[config.mk]
export PLATFORM = sky130hd
export DESIGN_NAME = rau_reduce
export DESIGN_NICKNAME = d
export VERILOG_FILES = /design/src/design/rau_pkg.sv /design/src/design/rau_reduce.sv
export SDC_FILE = /design/constraint.sdc
export NUM_CORES = 2
export LEC_CHECK = 0
export ABC_AREA = 0
export BUFFER_PORTS_ARGS = -buffer_cell sky130_fd_sc_hd__buf_2
export CORE_MARGIN = 3
export CORE_UTILIZATION = 49
export CTS_CLUSTER_DIAMETER = 40
export CTS_CLUSTER_SIZE = 28
export DETAILED_ROUTE_END_ITERATION = 10
export PLACE_DENSITY = 0.69
export SYNTH_ARGS = -nofsm -noshare
export SYNTH_HDL_FRONTEND = slang
export SYNTH_SLANG_ARGS = --single-unit
[constraint.sdc]
create_clock -name clk_i -period 6.48 [get_ports clk_i]
set_clock_uncertainty 0.15 [all_clocks]
set_input_delay 0.324 -clock clk_i [delete_from_list [all_inputs] [get_ports clk_i]]
set_output_delay 0.324 -clock clk_i [all_outputs]
set_load 0.05 [all_outputs]
[src/design/rau_pkg.sv]
`default_nettype none
package rau_pkg;
  localparam int unsigned OperandWidthDefault = 32;
  localparam int unsigned DataWidth = 64;

  typedef enum logic [2:0] {
    KIND_ADD = 3'd0,
    KIND_SUB = 3'd1,
    KIND_MUL = 3'd2,
    KIND_DIV = 3'd3,
    KIND_CMP = 3'd4,
    KIND_RED = 3'd5,
    KIND_NONE6 = 3'd6,
    KIND_NONE7 = 3'd7
  } kind_e;

  localparam logic [1:0] StOk = 2'd0;
  localparam logic [1:0] StBadOperand = 2'd1;
  localparam logic [1:0] StDivZero = 2'd2;

  localparam logic [1:0] OrdLess = 2'd0;
  localparam logic [1:0] OrdEqual = 2'd1;
  localparam logic [1:0] OrdGreater = 2'd2;
  localparam logic [1:0] OrdInvalid = 2'd3;

  // request to the reduction unit
  typedef struct packed {
    logic        start;
    logic [63:0] num;
    logic [63:0] den;
  } red_req_t;

  // answer of the reduction unit
  typedef struct packed {
    logic        done;
    logic [63:0] num;
    logic [63:0] den;
  } red_rsp_t;
endpackage
`default_nettype wire

[src/design/rau_reduce.sv]
`default_nettype none
// reduces a fraction: binary gcd of magnitudes, then two restoring divisions,
// all through one shared 64-bit subtractor
module rau_reduce (
  input  wire logic              clk_i,
  input  wire logic              rst_ni,
  input  wire rau_pkg::red_req_t req_i,
  output rau_pkg::red_rsp_t      rsp_o
);
  import rau_pkg::*;

  typedef enum logic [2:0] {
    S_IDLE, S_GCD, S_DIVN, S_DIVD, S_DONE
  } state_e;

  state_e      state_q;
  logic [63:0] a_q, b_q;        // gcd working pair
  logic [5:0]  sh_q;            // common factor of two
  logic [63:0] g_q;             // gcd
  logic [63:0] nmag_q, dmag_q;
  logic        neg_q;
  logic [63:0] quo_q;           // quotient being formed
  logic [63:0] rem_q;           // partial remainder
  logic [5:0]  bit_q;
  logic [63:0] rn_q, rd_q;

  logic [63:0] nmag_in, dmag_in;
  logic [63:0] sub_a, sub_b, diff;
  logic        borrow;
  logic [64:0] rem_sh;
  logic [63:0] dividend;

  assign nmag_in = req_i.num[63] ? (64'd0 - req_i.num) : req_i.num;
  assign dmag_in = req_i.den[63] ? (64'd0 - req_i.den) : req_i.den;
  assign dividend = (state_q == S_DIVN) ? nmag_q : dmag_q;
  assign rem_sh = {rem_q, dividend[bit_q]};

  // shared subtractor
  always_comb begin
    if (state_q == S_GCD) begin
      sub_a = (a_q >= b_q) ? a_q : b_q;
      sub_b = (a_q >= b_q) ? b_q : a_q;
    end else begin
      sub_a = rem_sh[63:0];
      sub_b = g_q;
    end
  end
  assign diff = sub_a - sub_b;
  assign borrow = (state_q == S_GCD) ? 1'b0 : (!rem_sh[64] && (rem_sh[63:0] < g_q));

  always_ff @(posedge clk_i or negedge rst_ni) begin
    if (!rst_ni) begin
      state_q <= S_IDLE;
    end else begin
      unique case (state_q)
        S_IDLE: begin
          if (req_i.start) begin
            a_q <= nmag_in;
            b_q <= dmag_in;
            sh_q <= '0;
            nmag_q <= nmag_in;
            dmag_q <= dmag_in;
            neg_q <= req_i.num[63] ^ req_i.den[63];
            state_q <= S_GCD;
          end
        end
        S_GCD: begin
          // stein steps: one halving or one subtraction per cycle
          if (a_q == 64'd0 || b_q == 64'd0) begin
            g_q <= ((a_q | b_q) == 64'd0) ? 64'd1 : ((a_q | b_q) << sh_q);
            rem_q <= '0;
            quo_q <= '0;
            bit_q <= 6'd63;
            state_q <= S_DIVN;
          end else if (!a_q[0] && !b_q[0]) begin
            a_q <= a_q >> 1;
            b_q <= b_q >> 1;
            sh_q <= sh_q + 6'd1;
          end else if (!a_q[0]) begin
            a_q <= a_q >> 1;
          end else if (!b_q[0]) begin
            b_q <= b_q >> 1;
          end else begin
            a_q <= diff;
            b_q <= sub_b;
          end
        end
        S_DIVN, S_DIVD: begin
          // one quotient bit per cycle
          if (bit_q == 6'd0) begin
            if (state_q == S_DIVN) begin
              rn_q <= borrow ? {quo_q[62:0], 1'b0} : {quo_q[62:0], 1'b1};
              rem_q <= '0;
              quo_q <= '0;
              bit_q <= 6'd63;
              state_q <= S_DIVD;
            end else begin
              rd_q <= borrow ? {quo_q[62:0], 1'b0} : {quo_q[62:0], 1'b1};
              state_q <= S_DONE;
            end
          end else begin
            if (borrow) begin
              rem_q <= rem_sh[63:0];
              quo_q <= {quo_q[62:0], 1'b0};
            end else begin
              rem_q <= diff;
              quo_q <= {quo_q[62:0], 1'b1};
            end
            bit_q <= bit_q - 6'd1;
          end
        end
        S_DONE: begin
          state_q <= S_IDLE;
        end
        default: state_q <= S_IDLE;
      endcase
    end
  end

  assign rsp_o.done = (state_q == S_DONE);
  assign rsp_o.num = neg_q ? (64'd0 - rn_q) : rn_q;
  assign rsp_o.den = rd_q;

  assert property (@(posedge clk_i) disable iff (!rst_ni)
    (state_q == S_DONE) |=> (state_q == S_IDLE))
    else $error("reduce done not single cycle");
  assert property (@(posedge clk_i) disable iff (!rst_ni)
    (state_q == S_DIVN && bit_q == 6'd0) |=> (state_q == S_DIVD))
    else $error("denominator division skipped");
  assert property (@(posedge clk_i) disable iff (!rst_ni)
    (state_q == S_DIVN) |-> (g_q != 64'd0))
    else $error("zero gcd used as divisor");
endmodule
`default_nettype wire

; ---- Word-level counts from Yosys, hierarchy flattened
; Cells that the tools add are included.
[word_totals]
wordCells = 107
n_memories = 0
register_bits = 591
rom_bits = 0
output_inout_bits = 129
input_bits = 131
mem_bits_rw = 0
latchBits = 0
[op_classes]
n_lt_le_gt_ge = 3
reduce_logical = 24
n_eq_ne = 12
add_sub_neg = 6
multipliers = 0
shifts = 1
muxes = 44
div = 0
bitwise = 3
[op_table]
columns = op, count
row1 = 64-bit 2-to-1 mux, 22
row2 = 64-bit one-hot mux with 2 select lines, 3
row3 = 64-bit zero test, 3
row4 = 1-bit by 64-bit subtractor with 64-bit output (first input constant), 3
row5 = 63-bit one-hot mux with 2 select lines, 1
row6 = 64-bit greater-or-equal comparator, 1
row7 = 64-bit < comparator, 1
row8 = 64-bit OR, 1
row9 = 64-bit by 6-bit left shift with 64-bit output, 1
row10 = 64-bit subtractor, 1
row11 = 63-bit 2-to-1 mux, 1
row12 = 6-bit 2-to-1 mux, 6
row13 = 6-bit one-hot mux with 2 select lines, 2
row14 = 4-bit AND reduction, 4
row15 = 5-bit AND reduction, 3
row16 = 3-bit 2-to-1 mux, 4
row17 = 3-bit one-hot mux with 3 select lines, 1
row18 = 3-bit AND reduction, 3
row19 = 6-bit by 7-bit < comparator with 1-bit output (second input constant), 1
row20 = 6-bit by 1-bit adder with 6-bit output (second input constant), 1
row21 = 1-bit binary-select mux with 6-bit select, 1
row22 = 3-bit by 2-bit equality test with 1-bit output (second input constant), 2
row23 = 6-bit zero test, 1
row24 = 2-bit inequality test (second input constant), 3
row25 = 16 further kinds, 23

; ---- Depth between registers and ports, before layout
[depth]
ltp_word = 11
depth_mapped = 28
ltp_nobuf = 26

; ---- Worst setup path before layout
; No wires, ideal clock.
[synth_timing]
path_type = flip-flop to flip-flop
start = register a_q[25]
end = register a_q[59], data pin
path_buffers = 2
slack_ps = 81
stages_incl_launch_ff = 28
synth_period_minus_slack_ps = 6399
t_arrival_ps = 5979
path_cell_list = edfxtp_1 -> inv_1 -> ha_1 -> inv_1 -> a21oi_1 -> nor2_1 -> o21ba_2 -> o21ai_0 -> a2111oi_0 -> a2111oi_0 -> nand4_1 -> a211oi_1 -> clkbuf_1 -> buf_1 -> mux2i_1 -> o21ai_0 -> ha_1 -> a21o_1 -> or3_1 -> o21ai_0 -> o31ai_1 -> o2111a_1 -> o211a_1 -> o31ai_1 -> a21oi_1 -> or3_1 -> a32oi_1 -> a21oi_1
[synth_between]
elab_chain_cells = 9
elab_cells_between_ends = 11
[synth_lines]
columns = element, line
row1 = "start, declared", rau_reduce.sv:17  ; logic [63:0] a_q, b_q;
row2 = "start signal, assigned", rau_reduce.sv:58  ; a_q <= nmag_in;
row3 = "start signal, assigned", rau_reduce.sv:76  ; a_q <= a_q >> 1;
row4 = "start signal, assigned", rau_reduce.sv:80  ; a_q <= a_q >> 1;
row5 = 64-bit greater-or-equal comparator, "rau_reduce.sv:41, rau_reduce.sv:42"
row6 = 64-bit 2-to-1 mux (on tied branches), "rau_reduce.sv:41, rau_reduce.sv:42"
row7 = 64-bit 2-to-1 mux, rau_reduce.sv:40  ; if (state_q == S_GCD) begin
row8 = 64-bit subtractor *, rau_reduce.sv:48  ; assign diff = sub_a - sub_b;
row9 = 64-bit 2-to-1 mux *, rau_reduce.sv:81  ; end else if (!b_q[0]) begin
row10 = 64-bit 2-to-1 mux *, rau_reduce.sv:79  ; end else if (!a_q[0]) begin
row11 = 64-bit 2-to-1 mux *, rau_reduce.sv:75  ; end else if (!a_q[0] && !b_q[0]) begin
row12 = 64-bit 2-to-1 mux *, rau_reduce.sv:69  ; if (a_q == 64'd0 || b_q == 64'd0) begin
row13 = 64-bit one-hot mux with 2 select lines *, rau_reduce.sv:55  ; unique case (state_q)
; Every way passes the cells marked *; elsewhere a longest branch is shown, timed or not. The select of a mux whose other input is x is not followed.
; A chain may end at the register's enable or synchronous reset.

; ---- Worst setup path in the final report
[layout_timing]
start = register a_q[57]
end = register a_q[60], data pin
; The elaborated chain is that of the path after synthesis.

==> results.ini <==
[sta]
timing.fmax_ghz = 0.1573
hold_slack_ns = 0.04011
slew_headroom_pct = 18.43
finalCritPeriodShare_pct = 98.08
worst_slew_pin_slew_ns = 1.212
fin_tns_setup_ns = 0
maxSlewViolCount = 0
hold_violations = 0
fin_crit_ns = 6.356
finalSetupViolations = 0

[finish]
layoutNonFillerInstCount = 6015
syn2layout_area_growth_pct = 27.73
n_fill_cell = 6486
drive_gt1_share_pct = 26.57
final_area_mm2 = 0.05291
final_nets = 5199
postLayoutCoreUtil_pct = 63.82

[power]
vdd.ir_drop.worst_mv = 0.4399
power.static_leakage_nw = 22.54
powerDensity_mw_per_mm2 = 671.5

[grt]
grt_pass1_vias = 35730
grtUsageTotal_pct = 34.11
grt-ovfl-total = 0
grt_max_degree = 98
grt_pass1_wl_mm = 229.0
grt_antenna_before_repair = 12

[clocking]
cts_buffers = 92
worstSkewPairLatency_ns = 0.67
clock-sinks = 591
cts_tree = done
clockBufferDepth = 3
clk_pin_slew_ns = 0.05
clockRootBuffer = clkbuf_16
cts_max_level = 3

[route]
drc = 0
vias_per_cell = 6.241
post_drt_wl_per_cell_um = 25.96
drt_iter0_drc = 4542
vias = 37540
detail-route-antenna-nets = 0
wirelength_mm = 156.2
dr.pass1.iters = 6

[synth]
syn_avg_cell_area_um2 = 10.24
syn_nets = 4440
yosysUniqueCellTypes = 80
synth_most_common_cell = edfxtp_1
yosysTopAreaCellShare_pct = 42.63
yosysTopAreaCell = edfxtp_1
synthCells = 4047
synthTopCellsByCount = edfxtp_1 (588), nor2_1 (334), nand2_1 (333), o21ai_0 (321), ha_1 (261)
synth_area_mm2 = 0.04142
yosys_warnings = 0
synth_edf_count = 588
ys_ff_latch = 591
netlist_top_cells_area = edfxtp_1 (43%), ha_1 (7.9%), mux2i_1 (5.7%), mux4_2 (4.7%), xnor2_1 (4.6%)
synth-main-ff-cell = edfxtp_1
synthArstFlopShare_pct = 0.5076
ys_seq_area_share_pct = 42.81

[setup_path]
r2r_setup_slack_ns = 0.12
startpoint_type = flop
crit_end = a_q[60]$_DFFE_PP_
cpMaxStageDelayCell = or4_1
rr_worst_depth = 30
arrival_ns = 6.58
reg2reg_to = a_q[60]$_DFFE_PP_
reg2reg_from = a_q[57]$_DFFE_PP_
setup.worst_path.class = flop to flop
endpoint_kind = flop
path_max_fanout = 5
worst_ep_required_time_ns = 6.70
critPathMaxStageDelay_ns = 0.54
worstSetupStartpoint = a_q[57]$_DFFE_PP_

[floorplan]
fp.dieH_um = 296.8
dieArea_mm2 = 0.08806
start_util_pct = 49.97
dieWidth_um = 296.8
core-area_mm2 = 0.08290
rows = 105
num_io_pins = 260

[flow_run]
cap_violations = 0

[placed_design]
dp_cells = 5694
dp_hpwl_mm = 117.3
numPortBuffers = 259
dpl_cell_area_mm2 = 0.04722
gp_congestion = 0.9903

[min_path]
hold_path_class = primary input to flop

[run_status]
status = finished, final reports clean

==> how the worst min path moves through the flow <==
| stage | start | to | slack (ns) | cells past startpoint |
|---|---|---|---|---|
| 2_1_floorplan | rst_ni | state_q[0]$_DFFE_PN0P_ | -0.12 | 0 |
| 3_3_place_gp | rst_ni | state_q[2]$_DFFE_PN0P_ | 0.01 | 1 |
| 3_5_place_dp | rst_ni | state_q[2]$_DFFE_PN0P_ | 0.01 | 1 |
| 4_1_cts | req_i[56] | dmag_q[56]$_DFFE_PP_ | 0.0003 | 2 |
| 5_1_grt | req_i[15] | dmag_q[15]$_DFFE_PP_ | 0.02 | 2 |
| 6_report | req_i[123] | nmag_q[59]$_DFFE_PP_ | 0.04 | 2 |
==> flip-flops by register name, indices dropped and copies added, names as in the netlist <==
name	count
quo_q	63
rn_q	64
b_q	64
nmag_q	64
rem_q	64
state_q	3
g_q	64
rd_q	64
a_q	64
bit_q	6
sh_q	6
neg_q	1
dmag_q	64
==> logic make-up after synthesis <==
family                   Yosys count  synth area share, %
adder cells (fa/ha/maj)          262                7.932
multiplexers                     397                12.44
AND/OR/NAND/NOR                 1169                13.74
AO/OA/AOI/OAI                    896                13.37
flip-flops                       591                42.81
XOR/XNOR                         251                5.307
buffers and inverters            481                4.398
==> timing repair <==
action,4_1_cts,5_1_grt
setup buffers,16,14
gates resized for setup,54,153
endpoints found under the hold margin,109,0
endpoints found under the setup margin,45,72
pin swaps,20,69
hold buffers,105,0
gates cloned,3,4
==> stage by stage <==
| step | setup WS [ns] | power, mW |
|---|---|---|
| global placement | -0.4650 | 27.03 |
| finish | 0.1244 | 35.53 |
| floorplan | 0.08127 | 17.69 |
| detailed placement | -0.7367 | 27.12 |
| CTS | 0.006045 | 33.26 |
| global route | -0.07274 | 37.39 |
==> metal layers <==
layer,global-route usage [%],part of all wire [%],vias to the layer above
met3,8.772,12,385
met4,14.92,4.7,6
met1,46.88,40,18220
met2,51.02,43,2365
met5,0,0.023,-
li1,-,-,16570
==> layout by cell type, fill, tap and decap left out, drive strengths merged, types with 32 or more instances in the layout <==
cell type / instances
o41ai: 32
ha: 261
buf: 783
nand3: 37
nor3: 38
o31ai: 63
edfxtp: 588
nand4: 58
nor4: 62
o21ai: 322
a21o: 47
xnor2: 218
clkinv: 44
a21oi: 230
mux2i: 237
a221oi: 58
nand2b: 39
mux2: 73
mux4: 87
nand2: 333
inv: 270
or3: 94
nor2: 334
or4: 32
and2: 69
clkbuf: 99
xor2: 33
dlygate4sd3: 105
==> where the power goes <==
group / switching (mW) / internal [mW] / leakage [nW] / total, mW
clock: 2.11 / 2.93 / 1.53 / 5.04
combinational: 13.5 / 11.7 / 15.0 / 25.2
sequential: 0.312 / 5.02 / 6.05 / 5.33
total: 15.9 / 19.6 / 22.5 / 35.5
==> area by class of cell <==
class	count	area, µm²	share of cell area [%]
Multi-Input combinational cell	2975	22920	43.33
Sequential cell	591	17730	33.51
Clock buffer	95	2313	4.373
Inverter	254	954.7	1.804
Tap cell	1123	1405	2.656
Antenna cell	6	15.01	0.02838
Clock inverter	79	927.1	1.752
Timing Repair Buffer	892	6638	12.55
==> critical path, delay by kind of cell (launching register included) <==
kind,cells,cell delay (ns)
adders and majority gates,2,0.57
DFF,1,0.38
and+or+nand+nor,4,1.06
muxes,3,0.78
AOI/OAI and AO/OA,13,2.10
buffers and inverters,8,0.99
Power figures use the tool's default switching activity.
